===== config.mk =====
export PLATFORM = sky130hd
export DESIGN_NAME = iell_result_buf
export DESIGN_NICKNAME = d
export VERILOG_FILES = /design/src/rtl/iell_pkg.sv /design/src/rtl/iell_result_buf.sv
export SDC_FILE = /design/constraint.sdc
export NUM_CORES = 1
export LEC_CHECK = 0
export BUFFER_PORTS_ARGS = -buffer_cell sky130_fd_sc_hd__clkbuf_2
export CORE_UTILIZATION = 40
export DETAILED_ROUTE_END_ITERATION = 10
export GPL_TIMING_DRIVEN = 0
export PLACE_DENSITY = 0.77
export REMOVE_ABC_BUFFERS = 1
export SLEW_MARGIN = 10
export SYNTH_ARGS = -nofsm -noshare
export SYNTH_HDL_FRONTEND = slang
export SYNTH_SLANG_ARGS = --single-unit

===== constraint.sdc =====
create_clock -name clk -period 3.5 [get_ports clk]
set_input_delay 0.175 -clock clk [delete_from_list [all_inputs] [get_ports clk]]
set_output_delay 0.175 -clock clk [all_outputs]
set_load 0.1 [all_outputs]

===== src/rtl/iell_pkg.sv =====
// Shared types, codes and constants for the interleaved ELL sparse matrix-vector block.
package iell_pkg;

  // Default sizes handed to the top level.
  localparam int DEF_NUM_LANES    = 4;
  localparam int DEF_VECTOR_DEPTH = 4096;

  // Fixed field widths.
  localparam int ADDR_W  = 12;
  localparam int WORD_W  = 32;
  localparam int SUM_W   = 48;
  localparam int ROW_W   = 20;
  localparam int POS_W   = 13;
  localparam int WIDTH_W = 11;
  localparam int PROD_W  = 64;

  // Row width limits.
  localparam logic [WIDTH_W-1:0] WIDTH_MIN = 11'd1;
  localparam logic [WIDTH_W-1:0] WIDTH_MAX = 11'd1024;

  // Configuration port.
  localparam int CFG_AW = 3;
  localparam int CFG_DW = 32;
  localparam logic REG_MAX_COL_WIDTH = 1'b0;

  // Opcodes of an input request.
  localparam logic OP_LOAD = 1'b0;
  localparam logic OP_ELEM = 1'b1;

  // Input request payload.
  typedef struct packed {
    logic                     opcode;
    logic [ADDR_W-1:0]        vec_addr;
    logic signed [WORD_W-1:0] vec_value;
    logic [ADDR_W-1:0]        col_index;
    logic signed [WORD_W-1:0] mat_value;
  } iell_in_t;

  // Result request payload.
  typedef struct packed {
    logic [ROW_W-1:0]        row_index;
    logic signed [SUM_W-1:0] row_sum;
    logic                    last;
  } iell_out_t;

  // Control that travels with a matrix element down the multiply pipeline.
  typedef struct packed {
    logic valid;
    logic blk_end;
    logic vec_ok;
  } iell_elem_ctl_t;

endpackage


===== src/rtl/iell_result_buf.sv =====
// Result buffer: holds one block of lane sums and sends them out in lane order.
module iell_result_buf #(
  parameter int NUM_LANES = iell_pkg::DEF_NUM_LANES,
  parameter int LW        = (NUM_LANES > 1) ? $clog2(NUM_LANES) : 1
) (
  input  logic                                        clk,
  input  logic                                        rst_n,
  input  logic                                        flush,
  input  logic [NUM_LANES-1:0][iell_pkg::SUM_W-1:0]   snap_sums,
  output logic                                        buf_free,
  output logic                                        out_valid,
  input  logic                                        out_stall,
  output iell_pkg::iell_out_t                         out_data
);
  import iell_pkg::*;

  logic                        busy_r;
  logic [LW-1:0]               cnt_r;
  logic [ROW_W-1:0]            base_row_r;
  logic [ROW_W-1:0]            out_base_r;
  logic [SUM_W-1:0]            sums_r [NUM_LANES];
  logic                        is_last;
  logic                        done;

  assign is_last   = cnt_r == LW'(NUM_LANES - 1);
  assign done      = busy_r && !out_stall && is_last;
  assign buf_free  = !busy_r || done;
  assign out_valid = busy_r;

  // Current result request.
  always_comb begin
    out_data.row_index = out_base_r + ROW_W'(cnt_r);
    out_data.row_sum   = $signed(sums_r[cnt_r]);
    out_data.last      = is_last;
  end

  // Burst control and base row.
  always_ff @(posedge clk) begin
    if (!rst_n) begin
      busy_r     <= 1'b0;
      cnt_r      <= '0;
      base_row_r <= '0;
    end else begin
      if (busy_r && !out_stall) begin
        if (is_last) begin
          busy_r <= 1'b0;
        end else begin
          cnt_r <= cnt_r + 1'b1;
        end
      end
      if (flush) begin
        busy_r     <= 1'b1;
        cnt_r      <= '0;
        base_row_r <= base_row_r + ROW_W'(NUM_LANES);
      end
    end
  end

  // Captured sums and row base of the block being sent.
  always_ff @(posedge clk) begin
    if (flush) begin
      out_base_r <= base_row_r;
      for (int k = 0; k < NUM_LANES; k++) begin
        sums_r[k] <= snap_sums[k];
      end
    end
  end

endmodule


==> flow_metrics.py, run 1 <==
metrics = {
    "logic_synthesis": {
        "synth_area_leaders": "edfxtp_1 74%, mux4_2 13%, dfxtp_1 5.4%",
        "synth.top_cell.area_share_pct": 74.4,
        "synth_area_leader_cell": "edfxtp_1",
        "ys_warn_count": 0,
        "synth-edff-count": 210,
        "ys_types": 33,
        "yosysSeqAreaShare_pct": 79.8,
        "syn_area_um2": 8480,
        "synth_cells": 378,
        "synthFlopType": "edfxtp_1",
        "synth.avg_cell_area_um2": 22.4,
        "async_flop_share_pct": 0,
        "synth_seq_cells": 233,
    },
    "clock_tree": {
        "cts_setup_buffers": 0,
        "clockBufferDepth": 3,
        "htree_levels": 1,
        "clockRootBuffer": "clkbuf_16",
        "clock-sinks": 233,
        "cts_resized": 0,
        "cts_hold_buf": 190,
        "numCtsBuffers": 25,
    },
    "die": {
        "io_pins": 267,
        "die_w_um": 148,
        "die_h_um": 148,
        "initial_core_util_pct": 41.4,
        "rows": 52,
    },
    "placement": {
        "gp_congestion": 0.796,
        "place_ws_ns": 1.17,
        "dpl.hpwl_um": 11900,
        "place_area_um2": 10100,
        "place_inst": 902,
        "io_buffers": 266,
    },
    "run_status": {
        "lastStage": "clock tree synthesis (4_1_cts)",
        "status": "did not finish",
        "toolErrorMsg": "[ERROR RSZ-0060] Max buffer count reached.",
    },
}
==> Yosys cell counts (2+ instances only) <==
library cell and count:
nor3_1 2, nand4_1 2, nand2_1 8, buf_2 6, or3_1 4, xnor2_1 8
nand3_1 6, edfxtp_1 210, nand2b_1 3, xor2_1 3, nor3b_1 2, o21ai_0 5
clkbuf_1 5, a21boi_1 3, mux4_2 48, ha_1 2, nor2_1 3, a21boi_0 2
dfxtp_1 23, nand4_2 2, inv_1 6, mux2i_1 5, and2_1 10
==> metrics by stage <==
step | hold slack (ns) | util (%)
floorplan | 0.274 | -
global placement | 0.352 | 49.2
detailed placement | 0.354 | 49.5
==> cell families after synthesis <==
kind of cell	synth area share, %
flip-flops	79.8
multiplexers	13.3
AND/OR/NAND/NOR	3.56
buffers and inverters	1.11
XOR/XNOR	1.14
AO/OA/AOI/OAI	0.738
adder cells (fa/ha/maj)	0.295
==> inputs of run 2 (changes only) <==
--- a/config.mk
+++ b/config.mk
@@ -6,10 +6,10 @@
 export NUM_CORES = 1
 export LEC_CHECK = 0
 export BUFFER_PORTS_ARGS = -buffer_cell sky130_fd_sc_hd__clkbuf_2
-export CORE_UTILIZATION = 40
+export CORE_UTILIZATION = 25
 export DETAILED_ROUTE_END_ITERATION = 10
 export GPL_TIMING_DRIVEN = 0
-export PLACE_DENSITY = 0.77
+export PLACE_DENSITY_LB_ADDON = 0.15
 export REMOVE_ABC_BUFFERS = 1
 export SLEW_MARGIN = 10
 export SYNTH_ARGS = -nofsm -noshare
==> run 2 against run 1 <==
Effect of this change:
- the flow now finishes without violations
- area after synthesis stayed put
- synthesized cell count stayed put
==> flow_metrics.py, run 2 <==
metrics = {
    "run_status": {
        "status": "finished, final reports clean",
    },
    "drt": {
        "routed_via_density": 4.08,
        "dr.pass1.iters": 5,
        "wirelength_um": 20600,
        "ant_nets": 0,
        "drc": 0,
        "wl_per_cell_um": 15.6,
        "via_count": 5404,
        "dr.first_iter.drc_count": 178,
    },
    "power": {
        "p_comb_share_pct": 13.8,
        "ir_drop_mv": 0.391,
        "p_sw_share_pct": 25.0,
        "p_int_mw": 5.37,
        "clockPowerShare_pct": 40.1,
        "power_frac_seq_pct": 46.1,
        "p_per_area_nw_per_um2": 540,
        "power_mw": 7.16,
        "p_leak_nw": 5.11,
        "p_switching_mw": 1.79,
    },
    "logic_synthesis": {
        "synth_cells": 378,
        "synthTopCellsByCount": "210 x edfxtp_1, 48 x mux4_2, 23 x dfxtp_1",
        "async_flop_share_pct": 0,
        "yosys.cell_count.top_type": "edfxtp_1",
        "synth_area_leader_cell": "edfxtp_1",
        "synth.avg_cell_area_um2": 22.4,
        "synth.top_cell.area_share_pct": 74.4,
        "ys_types": 33,
        "yosysSeqAreaShare_pct": 79.8,
        "syn_area_um2": 8480,
        "synth_seq_cells": 233,
        "ys_warn_count": 0,
        "synthFlopType": "edfxtp_1",
        "synth_area_leaders": "edfxtp_1 74%, mux4_2 13%, dfxtp_1 5.4%",
        "synth-edff-count": 210,
    },
    "grt": {
        "grt-ovfl-total": 0,
        "grt_pass1_vias": 5976,
        "grt.total_usage_pct": 11.6,
        "grt_pass1_wl_um": 30800,
        "antenna_found_initial": 0,
        "grt_max_degree": 111,
    },
    "sta": {
        "clock-skew-final_ns": 0.00306,
        "slew_viol_final": 0,
        "min_period_over_period_pct": 76.1,
        "finalSetupViolCount": 0,
        "fmax_ghz": 0.375,
        "max_slew_margin_pct": 57.8,
        "rsz0062_at_grt": "no",
        "hold_viol": 0,
        "min_period_ns": 2.67,
        "worstMarginPinSlew_ns": 0.635,
    },
    "layout": {
        "largest_reg_flops": 192,
        "areaGrowthSynthToFinish_pct": 56.3,
        "top_regs": "sums_r x192, base_row_r x18, out_base_r x18",
        "final_cell_mix": "265 x clkbuf_2, 210 x edfxtp_1, 192 x dlygate4sd3_1",
        "top_register": "sums_r",
        "finalNonFillerCells": 1324,
        "fillerInstances": 3068,
        "final_common_cell": "clkbuf_2",
        "final_nets": 1053,
        "num_antenna_cells": 0,
        "drive_above_1_share_pct": 41.6,
    },
    "clock_tree": {
        "clockBufferDepth": 3,
        "htree_levels": 1,
        "cts_setup_buffers": 0,
        "cts_tree": "built",
        "insertion_delay_ns": 0.53,
        "clockRootBuffer": "clkbuf_16",
        "cts_hold_buf": 192,
        "clk_pin_slew_ns": 0.06,
        "clock-sinks": 233,
        "numCtsBuffers": 27,
        "cts_resized": 0,
    },
    "flow_run": {
        "maxCapViolCount": 0,
    },
    "placement": {
        "dpl.hpwl_um": 13300,
        "io_buffers": 266,
        "gp_congestion": 0.703,
        "place_inst": 1082,
    },
    "worst_setup_path": {
        "required_ns": 3.32,
        "cp-end-kind": "output pin",
        "criticalPathCategory": "reg -> out",
        "timing.rr.start": "base_row_r[2]$_SDFFE_PN0P_",
        "startpoint_type": "register",
        "worstPathArrival_ns": 2.49,
        "path_max_fanout": 27,
    },
    "die": {
        "dieArea_um2": 34600,
        "coreArea_um2": 33400,
        "die_w_um": 186,
        "die_h_um": 186,
        "io_pins": 267,
        "initial_core_util_pct": 25.3,
        "rows": 67,
    },
    "worst_hold_path": {
        "hold_path_class": "in -> reg",
        "hold_start": "out_stall",
    },
}
==> run 2: cell counts after synthesis <==
Identical to the previous run, type by type.
==> run 2: power groups by stage <==
stage | sequential [mW] | clock (mW) | combinational, mW
final | 3.30 | 2.87 | 0.988
after global routing | 3.32 | 3.09 | 1.04
after CTS | 3.30 | 2.97 | 0.999
after detailed placement | 3.36 | 0 | 0.818
after global placement | 3.37 | 0 | 0.796
after floorplan | 3.40 | 0 | 0.503
==> run 2: area by class of cell <==
cell class,count,area [um2],share of cell area (%)
timing repair buffer,462,3360,25.4
tap,448,561,4.23
multi-input combinational,125,1620,12.2
clock buffer,33,698,5.27
clock inverter,17,209,1.58
inverter,6,22.5,0.170
sequential,233,6770,51.1
==> run 2: final timing paths <==
| kind | end | slack [ns] | cells after the start |
|---|---|---|---|
| max reg2reg | base_row_r[14]$_SDFFE_PN0P_ | 1.57 | 5 |
| max | out_data[25] | 0.83 | 3 |
| min | cnt_r[0]$_SDFFE_PP0P_ | 0.06 | 4 |
| min reg2reg | out_base_r[19]$_DFFE_PP_ | 0.46 | 0 |
==> run 2: logic make-up after synthesis <==
logic type,count (synthesis),synth area share [%]
AO/OA/AOI/OAI,10,0.738
XOR/XNOR,11,1.14
adder cells (fa/ha/maj),2,0.295
buffers and inverters,20,1.11
flip-flops,233,79.8
multiplexers,53,13.3
AND/OR/NAND/NOR,49,3.56
==> run 2: worst max-delay path, stage by stage (launching register included) <==
cell and delay (ns):
dfxtp_4 0.68, buf_16 0.30, mux4_2 0.52, clkbuf_2 0.42
==> run 2: metal layers <==
layer	vias to the layer above	track usage [%]	wire (um)
li1	2506	-	-
met1	2671	13.0	8040
met2	194	20.5	10100
met3	33	4.52	2040
met4	0	3.21	421
met5	-	0	0
==> run 2: per-stage QoR <==
step                      setup WS [ns]  area, um2  hold slack [ns]  utilization (%)  setup TNS, ns
after global placement            -2.57      10300            0.352             30.8        -279.70
after detailed placement           1.26      10400            0.354             31.1              0
after floorplan                   -1.21       8410            0.274                -          -2.06
after CTS                         0.699      13200           0.0299             39.6              0
after global routing              0.626      13200           0.0767             39.6              0
final                             0.835      13200           0.0626             39.6              0
(Power assumes the default switching activity.)
