<file path="config.mk">
export PLATFORM = sky130hd
export DESIGN_NAME = iell_mac_lanes
export DESIGN_NICKNAME = d
export VERILOG_FILES = /design/src/rtl/iell_pkg.sv /design/src/rtl/iell_mac_lanes.sv
export SDC_FILE = /design/constraint.sdc
export NUM_CORES = 2
export LEC_CHECK = 0
export BUFFER_PORTS_ARGS = -buffer_cell sky130_fd_sc_hd__buf_4
export CAP_MARGIN = 10
export CORE_ASPECT_RATIO = 1.5
export CORE_MARGIN = 5
export CORE_UTILIZATION = 65
export CTS_CLUSTER_SIZE = 8
export DETAILED_ROUTE_END_ITERATION = 8
export GPL_ROUTABILITY_DRIVEN = 1
export PLACE_DENSITY = 0.93
export SLEW_MARGIN = 20
export SYNTH_ARGS = -nofsm -noshare
export SYNTH_HDL_FRONTEND = slang
export SYNTH_SLANG_ARGS = --single-unit
export TNS_END_PERCENT = 50
</file>
<file path="constraint.sdc">
create_clock -name clk -period 10.6 [get_ports clk]
set_input_delay 0 -clock clk [delete_from_list [all_inputs] [get_ports clk]]
set_output_delay 0 -clock clk [all_outputs]
set_load 0.01 [all_outputs]
</file>
<file path="src/rtl/iell_pkg.sv">
// Shared types, codes and constants for the interleaved ELL sparse matrix-vector block.
package iell_pkg;

  // Default sizes handed to the top level.
  localparam int DEF_NUM_LANES    = 4;
  localparam int DEF_VECTOR_DEPTH = 4096;

  // Fixed field widths.
  localparam int ADDR_W  = 12;
  localparam int WORD_W  = 32;
  localparam int SUM_W   = 48;
  localparam int ROW_W   = 20;
  localparam int POS_W   = 13;
  localparam int WIDTH_W = 11;
  localparam int PROD_W  = 64;

  // Row width limits.
  localparam logic [WIDTH_W-1:0] WIDTH_MIN = 11'd1;
  localparam logic [WIDTH_W-1:0] WIDTH_MAX = 11'd1024;

  // Configuration port.
  localparam int CFG_AW = 3;
  localparam int CFG_DW = 32;
  localparam logic REG_MAX_COL_WIDTH = 1'b0;

  // Opcodes of an input request.
  localparam logic OP_LOAD = 1'b0;
  localparam logic OP_ELEM = 1'b1;

  // Input request payload.
  typedef struct packed {
    logic                     opcode;
    logic [ADDR_W-1:0]        vec_addr;
    logic signed [WORD_W-1:0] vec_value;
    logic [ADDR_W-1:0]        col_index;
    logic signed [WORD_W-1:0] mat_value;
  } iell_in_t;

  // Result request payload.
  typedef struct packed {
    logic [ROW_W-1:0]        row_index;
    logic signed [SUM_W-1:0] row_sum;
    logic                    last;
  } iell_out_t;

  // Control that travels with a matrix element down the multiply pipeline.
  typedef struct packed {
    logic valid;
    logic blk_end;
    logic vec_ok;
  } iell_elem_ctl_t;

endpackage

</file>
<file path="src/rtl/iell_mac_lanes.sv">
// Multiply stage and per-lane saturating accumulators.
module iell_mac_lanes #(
  parameter int NUM_LANES = iell_pkg::DEF_NUM_LANES,
  parameter int LW        = (NUM_LANES > 1) ? $clog2(NUM_LANES) : 1
) (
  input  logic                                        clk,
  input  logic                                        rst_n,
  input  iell_pkg::iell_elem_ctl_t                    elem_ctl,
  input  logic [LW-1:0]                               elem_lane,
  input  logic signed [iell_pkg::WORD_W-1:0]          elem_mat,
  input  logic [iell_pkg::WORD_W-1:0]                 vec_rdata,
  input  logic                                        buf_free,
  output logic                                        hold,
  output logic                                        flush,
  output logic [NUM_LANES-1:0][iell_pkg::SUM_W-1:0]   snap_sums
);
  import iell_pkg::*;

  localparam logic signed [SUM_W-1:0] SUM_MAX = {1'b0, {(SUM_W-1){1'b1}}};
  localparam logic signed [SUM_W-1:0] SUM_MIN = {1'b1, {(SUM_W-1){1'b0}}};

  iell_elem_ctl_t            s1_ctl_r;
  logic [LW-1:0]             s1_lane_r;
  logic signed [WORD_W-1:0]  s1_mat_r;
  iell_elem_ctl_t            s2_ctl_r;
  logic [LW-1:0]             s2_lane_r;
  logic signed [PROD_W-1:0]  s2_prod_r;
  logic [SUM_W-1:0]          lane_sums_r [NUM_LANES];

  logic signed [WORD_W-1:0]  vec_val;
  logic signed [PROD_W-1:0]  prod_nxt;
  logic signed [SUM_W-1:0]   acc_cur;
  logic signed [SUM_W:0]     sum_wide;
  logic signed [SUM_W-1:0]   sum_sat;

  // A finished block waits in the last stage while the result buffer is still busy.
  assign hold  = s2_ctl_r.valid && s2_ctl_r.blk_end && !buf_free;
  assign flush = s2_ctl_r.valid && s2_ctl_r.blk_end && !hold;

  // Product of matrix value and vector entry; an out-of-range column reads zero.
  always_comb begin
    vec_val  = s1_ctl_r.vec_ok ? $signed(vec_rdata) : '0;
    prod_nxt = PROD_W'(s1_mat_r) * PROD_W'(vec_val);
  end

  // Add the Q32.32 product, floor-shifted to Q32.16, to the lane sum and saturate.
  always_comb begin
    acc_cur  = $signed(lane_sums_r[s2_lane_r]);
    sum_wide = {acc_cur[SUM_W-1], acc_cur} + {s2_prod_r[PROD_W-1], s2_prod_r[PROD_W-1:16]};
    if (sum_wide[SUM_W] != sum_wide[SUM_W-1]) begin
      sum_sat = sum_wide[SUM_W] ? SUM_MIN : SUM_MAX;
    end else begin
      sum_sat = sum_wide[SUM_W-1:0];
    end
  end

  // Snapshot of all lanes with the closing element already added.
  always_comb begin
    for (int k = 0; k < NUM_LANES; k++) begin
      if (LW'(k) == s2_lane_r) begin
        snap_sums[k] = sum_sat;
      end else begin
        snap_sums[k] = lane_sums_r[k];
      end
    end
  end

  // Pipeline control and accumulators.
  always_ff @(posedge clk) begin
    if (!rst_n) begin
      s1_ctl_r <= '0;
      s2_ctl_r <= '0;
      for (int k = 0; k < NUM_LANES; k++) begin
        lane_sums_r[k] <= '0;
      end
    end else if (!hold) begin
      s1_ctl_r <= elem_ctl;
      s2_ctl_r <= s1_ctl_r;
      if (s2_ctl_r.valid) begin
        if (s2_ctl_r.blk_end) begin
          for (int k = 0; k < NUM_LANES; k++) begin
            lane_sums_r[k] <= '0;
          end
        end else begin
          lane_sums_r[s2_lane_r] <= sum_sat;
        end
      end
    end
  end

  // Pipeline payload.
  always_ff @(posedge clk) begin
    if (!hold) begin
      s1_lane_r <= elem_lane;
      s1_mat_r  <= elem_mat;
      s2_lane_r <= s1_lane_r;
      s2_prod_r <= prod_nxt;
    end
  end

endmodule

</file>
==> impl_metrics.toml <==
[yosys]
synthCells = 5405
synth-edff-count = 276
synthArstFlopShare_pct = 0
yosys.area.top_type = "fa_1"
synth-seq-cells = 283
synth_nets = 6787
synth_xor_area_share_pct = 1.784
synth_area_um2 = 52050
ys_seq_area_share_pct = 16.19
synthFlopType = "edfxtp_1"
synth_fa_ha_area_share_pct = 47.10
ys_warn_count = 0
synth_area_per_cell_um2 = 9.630
ys_types = 68
synth_compound_area_share_pct = 7.421
yosys.area_share.simple_pct = 15.62
yosys.area.top_type_share_pct = 41.62
synth_top_family_by_area = "adder cells"
synthMuxAreaShare_pct = 2.077
synth.area.top_cells = "fa_1, edfxtp_1, inv_1, and3_1, ha_1"

[sta]
whs_ns = 0.09716
finalCritPeriodShare_pct = 90.33
rsz0062_at_grt = "false"
finalClockSkew_ns = 0.05508
finalMaxSlewViolations = 0
setup_viol = 0
worst_slew_pin_slew_ns = 1.236
fin_setup_tns_ns = 0
slew_headroom_pct = 17.62
hold_viol_final = 0
period_needed_ns = 9.575
fmax_ghz = 0.1044

[drt]
first_iter_violations = 5545
routed_wl_um = 179000
num_vias = 43250
drtAntennaViolNets = 0
vias_per_cell = 6.618
drc = 2
dr.pass1.iters = 9
wl_per_cell_um = 27.39

[floorplanning]
die_h_um = 356.6
start_util_pct = 65.25
die_area_um2 = 85950
pin_count = 266
rows = 127
die_width_um = 241.1
fp.coreArea_um2 = 79770

[critical_path]
path_common_cell = "fa_1"
r2r_end = "s2_prod_r[56]"
r2r_start = "s1_ctl_r[0]"
slowest_delay_ns = 0.81
path_cells = "buf_12 -> and2_1 -> buf_4 -> nand2_1 -> fa_1 -> inv_1 -> fa_1 -> fa_1 -> fa_1 -> fa_1 -> fa_1 -> fa_1 -> fa_1 -> ha_1 -> a21o_1 -> a21o_1 -> a21oi_1 -> o211ai_1 -> a21oi_1 -> o31ai_1 -> a311oi_1 -> o21ai_0 -> xor2_1"
critPathArrivalTime_ns = 9.89
start_kind = "flop"
rr_worst_depth = 23
reg2reg_slack_ns = 1.03
critPathCaptureType = "flop"
required_ns = 10.92
criticalPathCategory = "reg -> reg"
worstPathMaxFanout = 96
crit_slowest_cell = "dfxtp_4"

[layout]
syn_to_final_growth_pct = 8.260
fin_cells = 6536
drive_gt1_share_pct = 9.498
num-fill-cells = 5327
nNetsFinal = 6851

[power_and_ir_drop]
p_sw_mw = 8.568
p_comb_share_pct = 79.5
p_total_mw = 15.81
p_clk_share_pct = 8.4
swShare_pct = 54.20
intPower_mw = 7.239
vdd_ir_drop_max_uv = 406.4
p_seq_share_pct = 12.1
power_density_nw_per_um2 = 280.5
leakagePower_nw = 28.24

[cts]
cts.sinks = 283
cts_buffers = 43
clk_latency_ns = 0.62
htreeDepth = 2
path_clk_slew_ns = 0.06
clock_path_buffers = 3
tritoncts = "built"
root_buffer = "clkbuf_16"

[run_status]
failed_checks = "design-rule violations"
status = "complete, but fails checks"

[global_route]
grt_max_degree = 116
grt_remaining_overflow = 0
grt.total_usage_pct = 42.37
antenna_found_initial = 10
first_global_vias = 47450
grt_first_pass_wirelength_um = 273900

[worst_hold_path]
hp-start = "elem_mat[17]"
hold_depth = 2
min_to = "s1_mat_r[17]"
min_path_type = "in -> reg"

[place]
gp_congestion = 1.026
placed_cells = 6413
hpwl_um = 132200
place.port_buffers = 265

[job]
drv_cap = 0
## final cells by class
type	count	area, µm²	share of cell area (%)
multi-input cells	3778	38590	68.49
flip-flops and latches	283	8437	14.97
inverters	973	3652	6.481
repair buffers	390	3075	5.458
well taps	1032	1291	2.292
clock buffers	63	1151	2.043
clock inverters	9	127.6	0.2265
diodes	8	20.02	0.03553
## synth_stat cells, drive strengths merged, types with 3 or more instances
cell type and number:
buf 22, nor2b 12, and3 521, a31oi 18, edfxtp 276, mux4 48, a21boi 8, nand2 690
nor2 333, nor3 11, or3 4, ha 228, a21oi 218, and2 35, a211oi 5, o211ai 13
fa 1082, o31ai 5, nand2b 11, xnor2 73, o21a 17, nand4 29, and4 7, clkbuf 349
a311oi 5, a211o 3, o21bai 14, a2111oi 3, xor2 33, o21ai 204, nand3 45, dfxtp 7
inv 972, a221o 3, a41oi 3, a311o 3, a21o 56, or2 11
## critical path, delay by kind of cell, from the launching register on
family | cells | cell delay [ns]
adders and majority gates | 9 | 4.40
AOI/OAI and AO/OA | 8 | 2.33
DFF | 1 | 0.81
buffers and inverters | 3 | 0.79
and+or+nand+nor | 2 | 0.68
xor gates and xnor gates | 1 | 0.18
## power groups by stage
stage | combinational [mW] | clock, mW | sequential, mW
after global placement | 11.7 | 0 | 1.92
final | 12.6 | 1.33 | 1.91
after CTS | 12.2 | 1.33 | 1.90
after detailed placement | 12.1 | 0 | 1.92
after floorplan | 8.56 | 0 | 1.82
after global routing | 13.7 | 1.38 | 1.91
## sequential cells by signal, indices dropped and copies added, names as in the netlist, named ones only
| name | cells |
|---|---|
| s2_lane_r | 2 |
| s1_lane_r | 2 |
| s2_prod_r | 48 |
| s1_ctl_r | 3 |
| s1_mat_r | 32 |
| lane_sums_r | 192 |
| s2_ctl_r | 2 |
## how the worst max path moves through the flow
stage / slack [ns] / from / endpoint
2_1_floorplan: 2.06 / s1_ctl_r[0] / s2_prod_r[62]
3_3_place_gp: 1.41 / s1_ctl_r[0] / s2_prod_r[56]
3_5_place_dp: 1.29 / s1_ctl_r[0] / s2_prod_r[56]
4_1_cts: 1.30 / s1_ctl_r[0] / s2_prod_r[56]
5_1_grt: 0.66 / s1_ctl_r[0] / s2_prod_r[62]
6_report: 1.03 / s1_ctl_r[0] / s2_prod_r[56]
## per-layer routing
layer	global-route usage [%]	share of wire, %	vias up
met5	0.1715	0.027	-
met4	37.46	12	6
met3	13.99	13	1392
met2	65.94	46	3727
met1	45.87	29	20990
li1	-	-	17140
## cells by family (layout without fill, tap and decap cells)
kind of cell / after synthesis / count (layout)
xor+xnor: 106 / 106
compound gates: 599 / 599
simple gates: 1715 / 1715
flops: 283 / 283
other cells: 0 / 8
fa+ha+maj: 1310 / 1310
mux: 48 / 48
buf+inv: 1344 / 1435
## cell usage in the layout (no fill, tap or decap), drive strengths merged, types with 8 or more instances in the layout
| cell type | n |
|---|---|
| a21boi | 8 |
| a21o | 56 |
| a21oi | 218 |
| a31oi | 18 |
| and2 | 35 |
| and3 | 521 |
| buf | 349 |
| clkbuf | 63 |
| diode | 8 |
| dlygate4sd3 | 41 |
| edfxtp | 276 |
| fa | 1082 |
| ha | 228 |
| inv | 974 |
| mux4 | 48 |
| nand2 | 690 |
| nand2b | 11 |
| nand3 | 45 |
| nand4 | 29 |
| nor2 | 333 |
| nor2b | 12 |
| nor3 | 11 |
| o211ai | 13 |
| o21a | 17 |
| o21ai | 204 |
| o21bai | 14 |
| or2 | 11 |
| xnor2 | 73 |
| xor2 | 33 |
## metrics by stage
step	setup WS [ns]	cell area, µm²	utilization (%)
detailed placement	1.293	54590	68.44
finish	1.025	56350	70.64
floorplan	2.064	52050	-
global route	0.6619	56330	70.62
CTS	1.300	56280	70.55
global placement	1.410	54590	68.43
## repair_timing
item	CTS	global route
gates resized for setup	0	0
buffers inserted	0	0
hold endpoints to repair	39	0
hold buffers	41	0
Note: power is estimated with default switching activity, not from simulation.
